$ cat src/ttb_pkg.sv
// ----------------------------------------------------------------------------
// ttb_pkg: shared constants for the triangle tangent basis unit
// Output format and fraction width used by the divider and the top level.
// ----------------------------------------------------------------------------
`timescale 1ns / 1ps
`default_nettype none

package ttb_pkg;

    localparam int OUT_W     = 32;   // Q16.16 result width
    localparam int FRAC_BITS = 16;   // fraction bits of every result

    typedef logic signed [OUT_W-1:0] t_res;

endpackage

`default_nettype wire

$ cat src/ttb_ifs.sv
// ----------------------------------------------------------------------------
// ttb_ifs: valid/ready channel interfaces
// Vertex input channel and tangent/bitangent result channel.
// ----------------------------------------------------------------------------
`timescale 1ns / 1ps
`default_nettype none

interface ttb_vtx_if #(
    parameter int POS_WIDTH = 32,
    parameter int UV_WIDTH  = 24
) ();
    logic                        valid;
    logic                        ready;
    logic signed [POS_WIDTH-1:0] pos_x;
    logic signed [POS_WIDTH-1:0] pos_y;
    logic signed [POS_WIDTH-1:0] pos_z;
    logic signed [UV_WIDTH-1:0]  tex_u;
    logic signed [UV_WIDTH-1:0]  tex_v;

    modport source (output valid, pos_x, pos_y, pos_z, tex_u, tex_v, input ready);
    modport sink   (input valid, pos_x, pos_y, pos_z, tex_u, tex_v, output ready);
endinterface

interface ttb_res_if ();
    logic          valid;
    logic          ready;
    ttb_pkg::t_res tangent_x;
    ttb_pkg::t_res tangent_y;
    ttb_pkg::t_res tangent_z;
    ttb_pkg::t_res bitangent_x;
    ttb_pkg::t_res bitangent_y;
    ttb_pkg::t_res bitangent_z;
    logic          degenerate;
    logic          last_copy;

    modport source (output valid, tangent_x, tangent_y, tangent_z, bitangent_x,
                    bitangent_y, bitangent_z, degenerate, last_copy, input ready);
    modport sink   (input valid, tangent_x, tangent_y, tangent_z, bitangent_x,
                    bitangent_y, bitangent_z, degenerate, last_copy, output ready);
endinterface

`default_nettype wire

$ cat src/ttb_div.sv
// ----------------------------------------------------------------------------
// ttb_div: bit-serial restoring divider
// (num * 2^16) / den, truncated toward zero, saturated to signed Q16.16.
// One quotient bit per cycle; den must be nonzero.
// ----------------------------------------------------------------------------
`timescale 1ns / 1ps
`default_nettype none

module ttb_div #(
    parameter int ACC_W = 59
) (
    input  wire logic                    i_clk,
    input  wire logic                    i_rst_n,
    input  wire logic                    i_start,
    input  wire logic signed [ACC_W-1:0] i_num,
    input  wire logic signed [ACC_W-1:0] i_den,
    output      logic                    o_done,
    output      ttb_pkg::t_res           o_quot
);

    localparam int NW  = ACC_W + ttb_pkg::FRAC_BITS;
    localparam int CNW = $clog2(NW + 1);
    localparam int QW  = ttb_pkg::OUT_W + 1;

    logic [NW-1:0]    r_n;
    logic [ACC_W-1:0] r_d;
    logic [ACC_W:0]   r_r;
    logic [QW-1:0]    r_q;
    logic             r_ovf;
    logic             r_neg;
    logic [CNW-1:0]   r_cnt;
    logic             r_busy;
    logic             r_done;

    logic [ACC_W-1:0] num_mag;
    logic [ACC_W-1:0] den_mag;
    logic [ACC_W:0]   rs;
    logic             ge;

    assign num_mag = i_num[ACC_W-1] ? ACC_W'(-i_num) : ACC_W'(i_num);
    assign den_mag = i_den[ACC_W-1] ? ACC_W'(-i_den) : ACC_W'(i_den);
    assign rs      = {r_r[ACC_W-1:0], r_n[NW-1]};
    assign ge      = rs >= {1'b0, r_d};

    always_ff @(posedge i_clk) begin
        if (!i_rst_n) begin
            r_busy <= 1'b0;
            r_done <= 1'b0;
            r_cnt  <= '0;
        end else begin
            r_done <= r_busy && !i_start && (r_cnt == CNW'(1));
            if (i_start) begin
                r_busy <= 1'b1;
                r_cnt  <= CNW'(NW);
            end else if (r_busy) begin
                r_cnt <= r_cnt - 1'b1;
                if (r_cnt == CNW'(1)) begin
                    r_busy <= 1'b0;
                end
            end
        end
    end

    always_ff @(posedge i_clk) begin
        if (i_start) begin
            r_n   <= {num_mag, {ttb_pkg::FRAC_BITS{1'b0}}};
            r_d   <= den_mag;
            r_r   <= '0;
            r_q   <= '0;
            r_ovf <= 1'b0;
            r_neg <= i_num[ACC_W-1] ^ i_den[ACC_W-1];
        end else if (r_busy) begin
            r_r   <= ge ? (rs - {1'b0, r_d}) : rs;
            r_ovf <= r_ovf | r_q[QW-1];   // quotient bits above bit 32 only flag overflow
            r_q   <= {r_q[QW-2:0], ge};
            r_n   <= {r_n[NW-2:0], 1'b0};
        end
    end

    logic big;
    assign big = r_ovf | r_q[QW-1];

    always_comb begin
        if (r_neg) begin
            if (big || (r_q > QW'({1'b1, {(ttb_pkg::OUT_W-1){1'b0}}}))) begin
                o_quot = {1'b1, {(ttb_pkg::OUT_W-1){1'b0}}};
            end else begin
                o_quot = ttb_pkg::OUT_W'(-r_q[ttb_pkg::OUT_W-1:0]);
            end
        end else begin
            if (big || r_q[ttb_pkg::OUT_W-1]) begin
                o_quot = {1'b0, {(ttb_pkg::OUT_W-1){1'b1}}};
            end else begin
                o_quot = r_q[ttb_pkg::OUT_W-1:0];
            end
        end
    end

    assign o_done = r_done;

`ifndef NO_ASSERTIONS
    a_done_after_busy: assert property (@(posedge i_clk) disable iff (!i_rst_n)
        o_done |-> $past(r_busy))
        else $error("divider done without a running division");
    a_start_idle: assert property (@(posedge i_clk) disable iff (!i_rst_n)
        i_start |-> !r_busy)
        else $error("divider started while busy");
    a_cnt_busy: assert property (@(posedge i_clk) disable iff (!i_rst_n)
        r_busy |-> (r_cnt != '0))
        else $error("divider busy with empty count");
`endif

endmodule

`default_nettype wire

$ cat src/triangle_tangent_basis_unit.sv
// ----------------------------------------------------------------------------
// triangle_tangent_basis_unit: per-triangle tangent and bitangent
// Holds two vertices, then on the third forms edge deltas, the UV determinant
// and six quotients through one shared multiplier and one serial divider.
// ----------------------------------------------------------------------------
//  channel | dir | word
//  i_vtx   | in  | pos_x/y/z (Q16.16), tex_u/v (Q8.16), one vertex
//  o_res   | out | tangent/bitangent x/y/z (Q16.16), degenerate, last_copy
//
//  First and second vertex of a triangle: accepted and stored, no word out.
//  Third vertex: two products for the determinant, then per component two
//  products plus a divider run over NW = ACC_W+16 bits (75 by default);
//  a zero determinant skips the divider entirely.
//  Three copies of the result word then go out, one per accepted o_res handshake;
//  i_vtx.ready is low from the third vertex until the last word is taken.
//  Reset is synchronous, active low, and clears the vertex count and sequencer.
// ----------------------------------------------------------------------------
`timescale 1ns / 1ps
`default_nettype none

module triangle_tangent_basis_unit #(
    parameter int POS_WIDTH = 32,
    parameter int UV_WIDTH  = 24
) (
    input  wire logic  i_clk,
    input  wire logic  i_rst_n,
    ttb_vtx_if.sink    i_vtx,
    ttb_res_if.source  o_res
);

    localparam int PD_W  = POS_WIDTH + 1;
    localparam int UD_W  = UV_WIDTH + 1;
    localparam int A_W   = ((POS_WIDTH > UV_WIDTH) ? POS_WIDTH : UV_WIDTH) + 1;
    localparam int P_W   = A_W + UD_W;
    localparam int ACC_W = P_W + 1;

    localparam logic [1:0] ST_IDLE = 2'd0;
    localparam logic [1:0] ST_MUL  = 2'd1;
    localparam logic [1:0] ST_DIV  = 2'd2;
    localparam logic [1:0] ST_EMIT = 2'd3;

    logic [1:0] r_state;
    logic [1:0] r_corner;
    logic [2:0] r_step;     // 0: determinant, 1..3 tangent, 4..6 bitangent
    logic       r_ph;
    logic       r_start;
    logic [1:0] r_copy;
    logic       r_degen;

    logic signed [POS_WIDTH-1:0] r_p0 [3];
    logic signed [POS_WIDTH-1:0] r_p1 [3];
    logic signed [UV_WIDTH-1:0]  r_t0 [2];
    logic signed [UV_WIDTH-1:0]  r_t1 [2];
    logic signed [PD_W-1:0]      r_dp1 [3];
    logic signed [PD_W-1:0]      r_dp2 [3];
    logic signed [UD_W-1:0]      r_du1, r_dv1, r_du2, r_dv2;
    logic signed [ACC_W-1:0]     r_acc;
    logic signed [ACC_W-1:0]     r_det;
    ttb_pkg::t_res               r_res [6];

    logic                    accept;
    logic signed [POS_WIDTH-1:0] in_p [3];
    logic [1:0]              k;
    logic signed [A_W-1:0]   op_a;
    logic signed [UD_W-1:0]  op_b;
    logic signed [P_W-1:0]   prod;
    logic signed [ACC_W-1:0] n_acc;
    logic                    div_done;
    ttb_pkg::t_res           div_q;

    assign accept = i_vtx.valid && i_vtx.ready;
    assign in_p[0] = i_vtx.pos_x;
    assign in_p[1] = i_vtx.pos_y;
    assign in_p[2] = i_vtx.pos_z;

    assign k = (r_step >= 3'd4) ? 2'(r_step - 3'd4) : 2'(r_step - 3'd1);

    always_comb begin
        op_a = '0;
        op_b = '0;
        if (r_step == 3'd0) begin
            op_a = r_ph ? A_W'(r_dv1) : A_W'(r_du1);
            op_b = r_ph ? r_du2 : r_dv2;
        end else if (r_step <= 3'd3) begin
            op_a = r_ph ? A_W'(r_dp2[k]) : A_W'(r_dp1[k]);
            op_b = r_ph ? r_dv1 : r_dv2;
        end else begin
            op_a = r_ph ? A_W'(r_dp1[k]) : A_W'(r_dp2[k]);
            op_b = r_ph ? r_du2 : r_du1;
        end
    end

    assign prod  = P_W'(op_a) * P_W'(op_b);
    assign n_acc = r_acc - ACC_W'(prod);

    always_ff @(posedge i_clk) begin
        if (!i_rst_n) begin
            r_state  <= ST_IDLE;
            r_corner <= '0;
            r_step   <= '0;
            r_ph     <= 1'b0;
            r_start  <= 1'b0;
            r_copy   <= '0;
        end else begin
            // divider kicks off after the second product of a component
            r_start <= (r_state == ST_MUL) && r_ph && (r_step != 3'd0);
            unique case (r_state)
                ST_IDLE: begin
                    if (accept) begin
                        if (r_corner == 2'd2) begin
                            r_corner <= '0;
                            r_state  <= ST_MUL;
                            r_step   <= '0;
                            r_ph     <= 1'b0;
                        end else begin
                            r_corner <= r_corner + 1'b1;
                        end
                    end
                end
                ST_MUL: begin
                    r_ph <= ~r_ph;
                    if (r_ph) begin
                        if (r_step == 3'd0) begin
                            if (n_acc == '0) begin
                                r_state <= ST_EMIT;
                                r_copy  <= '0;
                            end else begin
                                r_step <= 3'd1;
                            end
                        end else begin
                            r_state <= ST_DIV;
                        end
                    end
                end
                ST_DIV: begin
                    if (div_done) begin
                        if (r_step == 3'd6) begin
                            r_state <= ST_EMIT;
                            r_copy  <= '0;
                        end else begin
                            r_step  <= r_step + 1'b1;
                            r_state <= ST_MUL;
                        end
                    end
                end
                ST_EMIT: begin
                    if (o_res.ready) begin
                        if (r_copy == 2'd2) begin
                            r_state <= ST_IDLE;
                        end else begin
                            r_copy <= r_copy + 1'b1;
                        end
                    end
                end
                default: r_state <= ST_IDLE;
            endcase
        end
    end

    always_ff @(posedge i_clk) begin
        if (accept && r_corner == 2'd0) begin
            for (int i = 0; i < 3; i++) r_p0[i] <= in_p[i];
            r_t0[0] <= i_vtx.tex_u;
            r_t0[1] <= i_vtx.tex_v;
        end
        if (accept && r_corner == 2'd1) begin
            for (int i = 0; i < 3; i++) r_p1[i] <= in_p[i];
            r_t1[0] <= i_vtx.tex_u;
            r_t1[1] <= i_vtx.tex_v;
        end
        if (accept && r_corner == 2'd2) begin
            for (int i = 0; i < 3; i++) begin
                r_dp1[i] <= PD_W'(r_p1[i]) - PD_W'(r_p0[i]);
                r_dp2[i] <= PD_W'(in_p[i]) - PD_W'(r_p0[i]);
            end
            r_du1 <= UD_W'(r_t1[0]) - UD_W'(r_t0[0]);
            r_dv1 <= UD_W'(r_t1[1]) - UD_W'(r_t0[1]);
            r_du2 <= UD_W'(i_vtx.tex_u) - UD_W'(r_t0[0]);
            r_dv2 <= UD_W'(i_vtx.tex_v) - UD_W'(r_t0[1]);
        end
        if (r_state == ST_MUL) begin
            if (!r_ph) begin
                r_acc <= ACC_W'(prod);
            end else begin
                r_acc <= n_acc;
                if (r_step == 3'd0) begin
                    r_det   <= n_acc;
                    r_degen <= (n_acc == '0);
                    if (n_acc == '0) begin
                        for (int i = 0; i < 6; i++) r_res[i] <= '0;
                    end
                end
            end
        end
        if (r_state == ST_DIV && div_done) begin
            r_res[3'(r_step - 3'd1)] <= div_q;
        end
    end

    ttb_div #(
        .ACC_W (ACC_W)
    ) u_div (
        .i_clk   (i_clk),
        .i_rst_n (i_rst_n),
        .i_start (r_start),
        .i_num   (r_acc),
        .i_den   (r_det),
        .o_done  (div_done),
        .o_quot  (div_q)
    );

    assign i_vtx.ready       = (r_state == ST_IDLE);
    assign o_res.valid       = (r_state == ST_EMIT);
    assign o_res.tangent_x   = r_res[0];
    assign o_res.tangent_y   = r_res[1];
    assign o_res.tangent_z   = r_res[2];
    assign o_res.bitangent_x = r_res[3];
    assign o_res.bitangent_y = r_res[4];
    assign o_res.bitangent_z = r_res[5];
    assign o_res.degenerate  = r_degen;
    assign o_res.last_copy   = (r_copy == 2'd2);

`ifndef NO_ASSERTIONS
    a_no_overlap: assert property (@(posedge i_clk) disable iff (!i_rst_n)
        !(i_vtx.ready && o_res.valid))
        else $error("input ready while results pending");
    a_degen_zero: assert property (@(posedge i_clk) disable iff (!i_rst_n)
        (o_res.valid && o_res.degenerate) |-> (r_res[0] == '0 && r_res[5] == '0))
        else $error("degenerate word with nonzero vector");
    a_div_in_div: assert property (@(posedge i_clk) disable iff (!i_rst_n)
        div_done |-> (r_state == ST_DIV))
        else $error("divider finished outside the divide phase");
    a_last_leaves: assert property (@(posedge i_clk) disable iff (!i_rst_n)
        (o_res.valid && o_res.ready && o_res.last_copy) |=> (r_state == ST_IDLE))
        else $error("sequencer did not return to idle after last word");
`endif

endmodule

`default_nettype wire
$ cat src/flat_wrapper.sv
// flat-port wrapper written by rule: the top's interface ports become plain ports
module triangle_tangent_basis_unit_flat 
#(
    parameter int POS_WIDTH = 32,
    parameter int UV_WIDTH  = 24
)
  (i_clk, i_rst_n, i_vtx_valid, i_vtx_pos_x, i_vtx_pos_y, i_vtx_pos_z, i_vtx_tex_u, i_vtx_tex_v, i_vtx_ready, o_res_valid, o_res_tangent_x, o_res_tangent_y, o_res_tangent_z, o_res_bitangent_x, o_res_bitangent_y, o_res_bitangent_z, o_res_degenerate, o_res_last_copy, o_res_ready);
  ttb_vtx_if #(.POS_WIDTH(POS_WIDTH), .UV_WIDTH(UV_WIDTH)) i_vtx_i ();
  ttb_res_if o_res_i ();
  input  wire logic i_clk;
  input  wire logic i_rst_n;
  input wire logic [$bits(i_vtx_i.valid)-1:0] i_vtx_valid;
  input wire logic [$bits(i_vtx_i.pos_x)-1:0] i_vtx_pos_x;
  input wire logic [$bits(i_vtx_i.pos_y)-1:0] i_vtx_pos_y;
  input wire logic [$bits(i_vtx_i.pos_z)-1:0] i_vtx_pos_z;
  input wire logic [$bits(i_vtx_i.tex_u)-1:0] i_vtx_tex_u;
  input wire logic [$bits(i_vtx_i.tex_v)-1:0] i_vtx_tex_v;
  output wire logic [$bits(i_vtx_i.ready)-1:0] i_vtx_ready;
  output wire logic [$bits(o_res_i.valid)-1:0] o_res_valid;
  output wire logic [$bits(o_res_i.tangent_x)-1:0] o_res_tangent_x;
  output wire logic [$bits(o_res_i.tangent_y)-1:0] o_res_tangent_y;
  output wire logic [$bits(o_res_i.tangent_z)-1:0] o_res_tangent_z;
  output wire logic [$bits(o_res_i.bitangent_x)-1:0] o_res_bitangent_x;
  output wire logic [$bits(o_res_i.bitangent_y)-1:0] o_res_bitangent_y;
  output wire logic [$bits(o_res_i.bitangent_z)-1:0] o_res_bitangent_z;
  output wire logic [$bits(o_res_i.degenerate)-1:0] o_res_degenerate;
  output wire logic [$bits(o_res_i.last_copy)-1:0] o_res_last_copy;
  input wire logic [$bits(o_res_i.ready)-1:0] o_res_ready;
  assign i_vtx_i.valid = i_vtx_valid;
  assign i_vtx_i.pos_x = i_vtx_pos_x;
  assign i_vtx_i.pos_y = i_vtx_pos_y;
  assign i_vtx_i.pos_z = i_vtx_pos_z;
  assign i_vtx_i.tex_u = i_vtx_tex_u;
  assign i_vtx_i.tex_v = i_vtx_tex_v;
  assign i_vtx_ready = i_vtx_i.ready;
  assign o_res_valid = o_res_i.valid;
  assign o_res_tangent_x = o_res_i.tangent_x;
  assign o_res_tangent_y = o_res_i.tangent_y;
  assign o_res_tangent_z = o_res_i.tangent_z;
  assign o_res_bitangent_x = o_res_i.bitangent_x;
  assign o_res_bitangent_y = o_res_i.bitangent_y;
  assign o_res_bitangent_z = o_res_i.bitangent_z;
  assign o_res_degenerate = o_res_i.degenerate;
  assign o_res_last_copy = o_res_i.last_copy;
  assign o_res_i.ready = o_res_ready;
  triangle_tangent_basis_unit #(.POS_WIDTH(POS_WIDTH), .UV_WIDTH(UV_WIDTH)) u_core (.i_clk(i_clk), .i_rst_n(i_rst_n), .i_vtx(i_vtx_i), .o_res(o_res_i));
endmodule
$ cat config.mk
export PLATFORM = sky130hd
export DESIGN_NAME = triangle_tangent_basis_unit_flat
export DESIGN_NICKNAME = d
export VERILOG_FILES = /design/src/ttb_pkg.sv /design/src/ttb_ifs.sv /design/src/ttb_div.sv /design/src/triangle_tangent_basis_unit.sv /design/src/flat_wrapper.sv
export SDC_FILE = /design/constraint.sdc
export NUM_CORES = 2
export LEC_CHECK = 0
export ABC_AREA = 1
export BUFFER_PORTS_ARGS = -buffer_cell sky130_fd_sc_hd__buf_2
export CAP_MARGIN = 20
export CORE_MARGIN = 4
export CORE_UTILIZATION = 64
export CTS_CLUSTER_DIAMETER = 120
export DETAILED_ROUTE_END_ITERATION = 8
export GPL_TIMING_DRIVEN = 1
export PLACE_DENSITY = 0.88
export SETUP_SLACK_MARGIN = 0.1
export SLEW_MARGIN = 20
export SYNTH_ARGS = -nofsm -noshare
export SYNTH_HDL_FRONTEND = slang
export SYNTH_SLANG_ARGS = --single-unit
export TNS_END_PERCENT = 20
$ cat constraint.sdc
create_clock -name i_clk -period 24.8 [get_ports i_clk]
set_input_delay 7.44 -clock i_clk [delete_from_list [all_inputs] [get_ports i_clk]]
set_output_delay 7.44 -clock i_clk [all_outputs]
set_load 0.1 [all_outputs]
# Word-level counts from Yosys, hierarchy flattened
# Memory sizes are Yosys's and may differ from the RTL's.
# Index checks and enable logic that the tools add are counted.
# totals
mem_count	7
ff_bits	451
latch_bits	0
output_inout_bits	196
elab_cells	182
ramBits	678
rom_bits	0
# op_classes
n_bitwise	4
n_eq_ne	21
div_mod_pow	0
shift	0
n_addsub	21
reduce_logical	29
muxes	71
n_mul	1
n_lt_le_gt_ge	4
# memory_table
name	words	width	rd	rd_clocked_by_memory_dff	write_ports	line	source
u_core.r_res	6	32	6	0	6	triangle_tangent_basis_unit.sv:59	ttb_pkg::t_res r_res [6];
u_core.r_dp1	3	33	1	0	3	triangle_tangent_basis_unit.sv:54	logic signed [PD_W-1:0] r_dp1 [3];
u_core.r_dp2	3	33	1	0	3	triangle_tangent_basis_unit.sv:55	logic signed [PD_W-1:0] r_dp2 [3];
u_core.r_p0	3	32	3	0	3	triangle_tangent_basis_unit.sv:50	logic signed [POS_WIDTH-1:0] r_p0 [3];
u_core.r_p1	3	32	3	0	3	triangle_tangent_basis_unit.sv:51	logic signed [POS_WIDTH-1:0] r_p1 [3];
u_core.r_t0	2	24	2	0	2	triangle_tangent_basis_unit.sv:52	logic signed [UV_WIDTH-1:0] r_t0 [2];
+1 memories	--	--	--	--	--	--	
# op_table
op	count
subtractor 32 x 32 -> 33 bit	6
two-way mux 59 bit	3
two-way mux 33 bit	5
two-way mux 75 bit	2
two-way mux 32 bit	4
two-way mux 25 bit	5
negator 59 bit	2
subtractor 24 x 24 -> 25 bit	4
>= comparator 60 x 59 -> 1 bit	1
zero test 59 bit	1
subtractor 59 x 58 -> 59 bit	1
subtractor 59 bit	1
multiplier 33 x 25 -> 58 bit	1
two-way mux 58 bit	1
two-way mux 2 bit	18
greater-than comparator 33 x 32 -> 1 bit, second input constant	1
negator 32 bit	1
OR reduction 32 bit	1
two-way mux 3 bit	8
two-way mux 1 bit	19
inequality test 2 bit, second input constant	8
AND reduction 8 bit	2
two-way mux 7 bit	2
logical AND 1 bit	9
30 further kinds	45

# Depth between registers and ports, before layout
# An unclocked memory read counts as a cell.
# logic_depth
ltp_word	15
ltp_mapped	66
mapped_depth_nobuf	63

# Cells and area by module
# From an unflattened synthesis, not the netlist that was laid out.
# hier_totals
hier_cells	11668
area_unflattened_um2	97531.0
# by_module_without_submodules
module	n_inst	area_per_inst_um2	cells_per_inst	seq_area_each_um2
triangle_tangent_basis_unit	1	78919.4	8687	27156.0
ttb_div	1	18611.6	2981	5615.4

# Worst setup path before layout
# No wires, ideal clock.
# synth_timing
path_type	input -> register
from	input port i_vtx_valid
to	memory u_core.r_dp1[0][0] in the netlist's numbering, enable pin
path_slack_ps	3840
n_path_buf	0
setup_time_ps	970
t_arrival_ps	19990
cell_stages	2
path_cell_list	nand2_1 > nor2_1
# synth_rtl
item	line	source
start, declared	flat_wrapper.sv:12	input wire logic [$bits(i_vtx_i.valid)-1:0] i_vtx_valid;
end, declared	triangle_tangent_basis_unit.sv:54	

==> flow_summary.yaml <==
run_status:
  status: "finished clean"
worst_setup_path:
  worst-path-stages: 57
  crit_required_ns: 25.18
  end_kind: "flop"
  worstReg2RegEnd: "u_core.r_res[5][27]"
  rr_startpoint: "u_core.r_step[2]"
  timing.reg2reg.setup_slack_ns: 8.72
  critPathKind: "flop to flop"
  cp_num_buf_inv: 15
  crit_fanout: 42
  cp.arrival_ns: 16.47
  worst_setup_path_start_kind: "flop"
  path_common_cell: "nand2_1"
  reg2regPathDepth: 57
  crit_family: "simple AND/OR/NAND/NOR gates"
  max_stage_delay_ns: 0.95
  worst_path_max_delay_cell: "a21oi_4"
route:
  post_drt_wl_per_cell_um: 22.7
  drcViolationCount: 0
  vias_per_cell: 5.94
  num_vias: 78600
  first_pass_iters: 7
  final_antenna_net_count: 0
  routed_wirelength_um: 300000
  first_iter_violations: 8649
clock_network:
  holdBufCountCts: 0
  cts_resized: 0
  cts_sinks: 1129
  numCtsBuffers: 116
  clk_pin_slew_ns: 0.07
  clockBufferDepth: 3
  cts_tree: "built"
  clk_latency_ns: 0.78
  cts-root-buf: "clkbuf_16"
  htreeDepth: 3
  post_cts_buffers: 0
die:
  fp.dieH_um: 393
  fp.dieW_um: 393
  die_area_sq_mm: 0.154
  core.rowCount: 141
  start_util: 0.643
  boundaryPins: 344
  core_area_sq_mm: 0.147
synth:
  yosys_warnings: 0
  ys_seq_area_frac: 0.345
  ys_ff_latch: 1129
  synthTopCellsByArea: "edfxtp_1 32%, fa_1 18%, nand2_1 9.0%"
  synth_edf_count: 1016
  syn_area_per_cell_sq_um: 8.70
  async_flop_share: 0
  synth_area_leader_cell: "edfxtp_1"
  ys_dominant_reg_cell: "edfxtp_1"
  synth_top_area_frac: 0.322
  syn_area_sq_mm: 0.0949
  netlist_instances: 10900
  synth_cell_types: 59
  synth_nets: 12500
global_route:
  grt_pass1_vias: 80300
  grt_overflow: 0
  grt_pass1_wl_um: 457000
  antenna_found_initial: 27
  gr-usage-all-layers: 0.388
  grt_max_degree: 92
cells_and_area:
  drive_above_1_share: 0.0676
  final_common_cell: "nand2_1"
  layout_common_cells: "2277 x nand2_1, 1993 x inv_1, 1136 x nor2_1"
  area_delta_synth_final_pct: 8.26
  finish.net_count: 12700
sta:
  grt_setup_unrepaired: "no"
  fin_tns_setup_ns: 0
  fmax_mhz: 62.2
  finalHoldViolations: 0
  worst_clock_skew_ns: 0.105
  maxSlewHeadroom: 0.169
  period_share: 0.648
  setup_viol: 0
  final_max_slew_viol_count: 0
  worst_pin_slew_ns: 1.23
  fin_crit_ns: 16.08
hold_path:
  hold_path_end: "u_core.u_div.r_r[43]"
  min_path_type: "flop to flop"
  holdPathStages: 2
  hp-start: "u_core.u_div.r_r[43]"
placement:
  port_buffers: 343
  routabilityCongestion: 1.04
  dp_hpwl_um: 234000
job:
  drv_cap: 0
==> worst reg2reg max path: cells and delay by family, from the launching register on <==
family,cells,cell delay (ns)
AOI/OAI and AO/OA,4,1.99
xor gates and xnor gates,2,0.45
adders and majority gates,10,4.53
buffers and inverters,15,3.39
DFF,1,0.43
and+or+nand+nor,26,4.89
==> cell type report <==
type / count / area, sq um
Multi-Input combinational cell: 7455 / 53500
Fill cell: 11100 / 44800
Sequential cell: 1129 / 32800
Inverter: 2028 / 7610
Clock buffer: 144 / 3020
Timing Repair Buffer: 452 / 2540
Tap cell: 1930 / 2410
Clock inverter: 71 / 736
Antenna cell: 25 / 62.6
==> state kept, by name, summed over array words and instances (netlist names), 59 cells and up <==
name and flops:
u_core.r_res 192, u_core.r_p1 96, u_core.r_dp2 99, u_core.u_div.r_r 59
u_core.u_div.r_d 59, u_core.r_p0 96, u_core.r_acc 59, u_core.r_det 59
u_core.u_div.r_n 59, u_core.r_dp1 99
==> worst max-delay path by stage <==
stage,slack [ns],to,startpoint
6_report,8.72,u_core.r_res[5][27],u_core.r_step[2]
5_1_grt,8.06,u_core.r_res[5][24],u_core.r_step[2]
4_1_cts,9.03,u_core.r_res[5][22],u_core.r_step[2]
3_5_place_dp,9.04,u_core.r_res[5][0],u_core.r_step[2]
3_3_place_gp,9.23,u_core.r_res[5][0],u_core.r_step[2]
2_1_floorplan,3.84,u_core.r_dp1[0][0],i_vtx_valid
==> metal layers <==
layer,share of wire,wire length [um],vias to the layer above,track usage
met3,0.10,30200,1072,0.0909
met2,0.47,142000,4566,0.647
li1,-,-,35400,-
met5,0.000090,27,-,0.00159
met1,0.36,107000,37600,0.458
met4,0.070,20900,4,0.230
==> Yosys cell counts, drive strengths merged, types with 6 or more instances <==
| cell | number |
|---|---|
| a31oi | 51 |
| a2111oi | 8 |
| nor2 | 1168 |
| nand3b | 32 |
| clkinv | 18 |
| o31ai | 21 |
| nand2 | 2304 |
| nor4 | 30 |
| buf | 32 |
| a211oi | 29 |
| inv | 2010 |
| clkbuf | 257 |
| o211ai | 69 |
| nand3 | 341 |
| xor2 | 350 |
| fa | 854 |
| xnor2 | 175 |
| ha | 561 |
| o22ai | 35 |
| nor3 | 107 |
| o311ai | 17 |
| a32o | 6 |
| o21bai | 25 |
| a21oi | 568 |
| o21ai | 450 |
| edfxtp | 1016 |
| dfxtp | 113 |
| o21a | 35 |
| and2 | 18 |
| a21o | 13 |
| o221ai | 6 |
| nand4 | 112 |
| or2 | 27 |
| a21boi | 14 |
==> metrics by stage <==
stage	area, sq um	hold slack (ns)	std cells	util	setup WS (ns)
3_5_place_dp	98800	0.459	13000	0.670	9.04
5_1_grt	103000	0.494	13200	0.696	8.06
4_1_cts	103000	0.474	13200	0.696	9.03
3_3_place_gp	98800	0.454	13000	0.670	9.23
6_report	103000	0.474	13200	0.696	8.72
2_1_floorplan	94900	0.437	10900	-	3.84
==> kinds of logic after synthesis <==
| group | after synthesis | synth area share |
|---|---|---|
| AOI/OAI and AO/OA | 1368 | 0.0812 |
| xor gates and xnor gates | 525 | 0.0485 |
| adders and majority gates | 1415 | 0.254 |
| buffers and inverters | 2317 | 0.0918 |
| DFF | 1129 | 0.345 |
| and+or+nand+nor | 4147 | 0.179 |
Power is left out: the tool's default activity adds up to more than one toggle a clock period on the data nets, which glitch-free logic cannot reach.
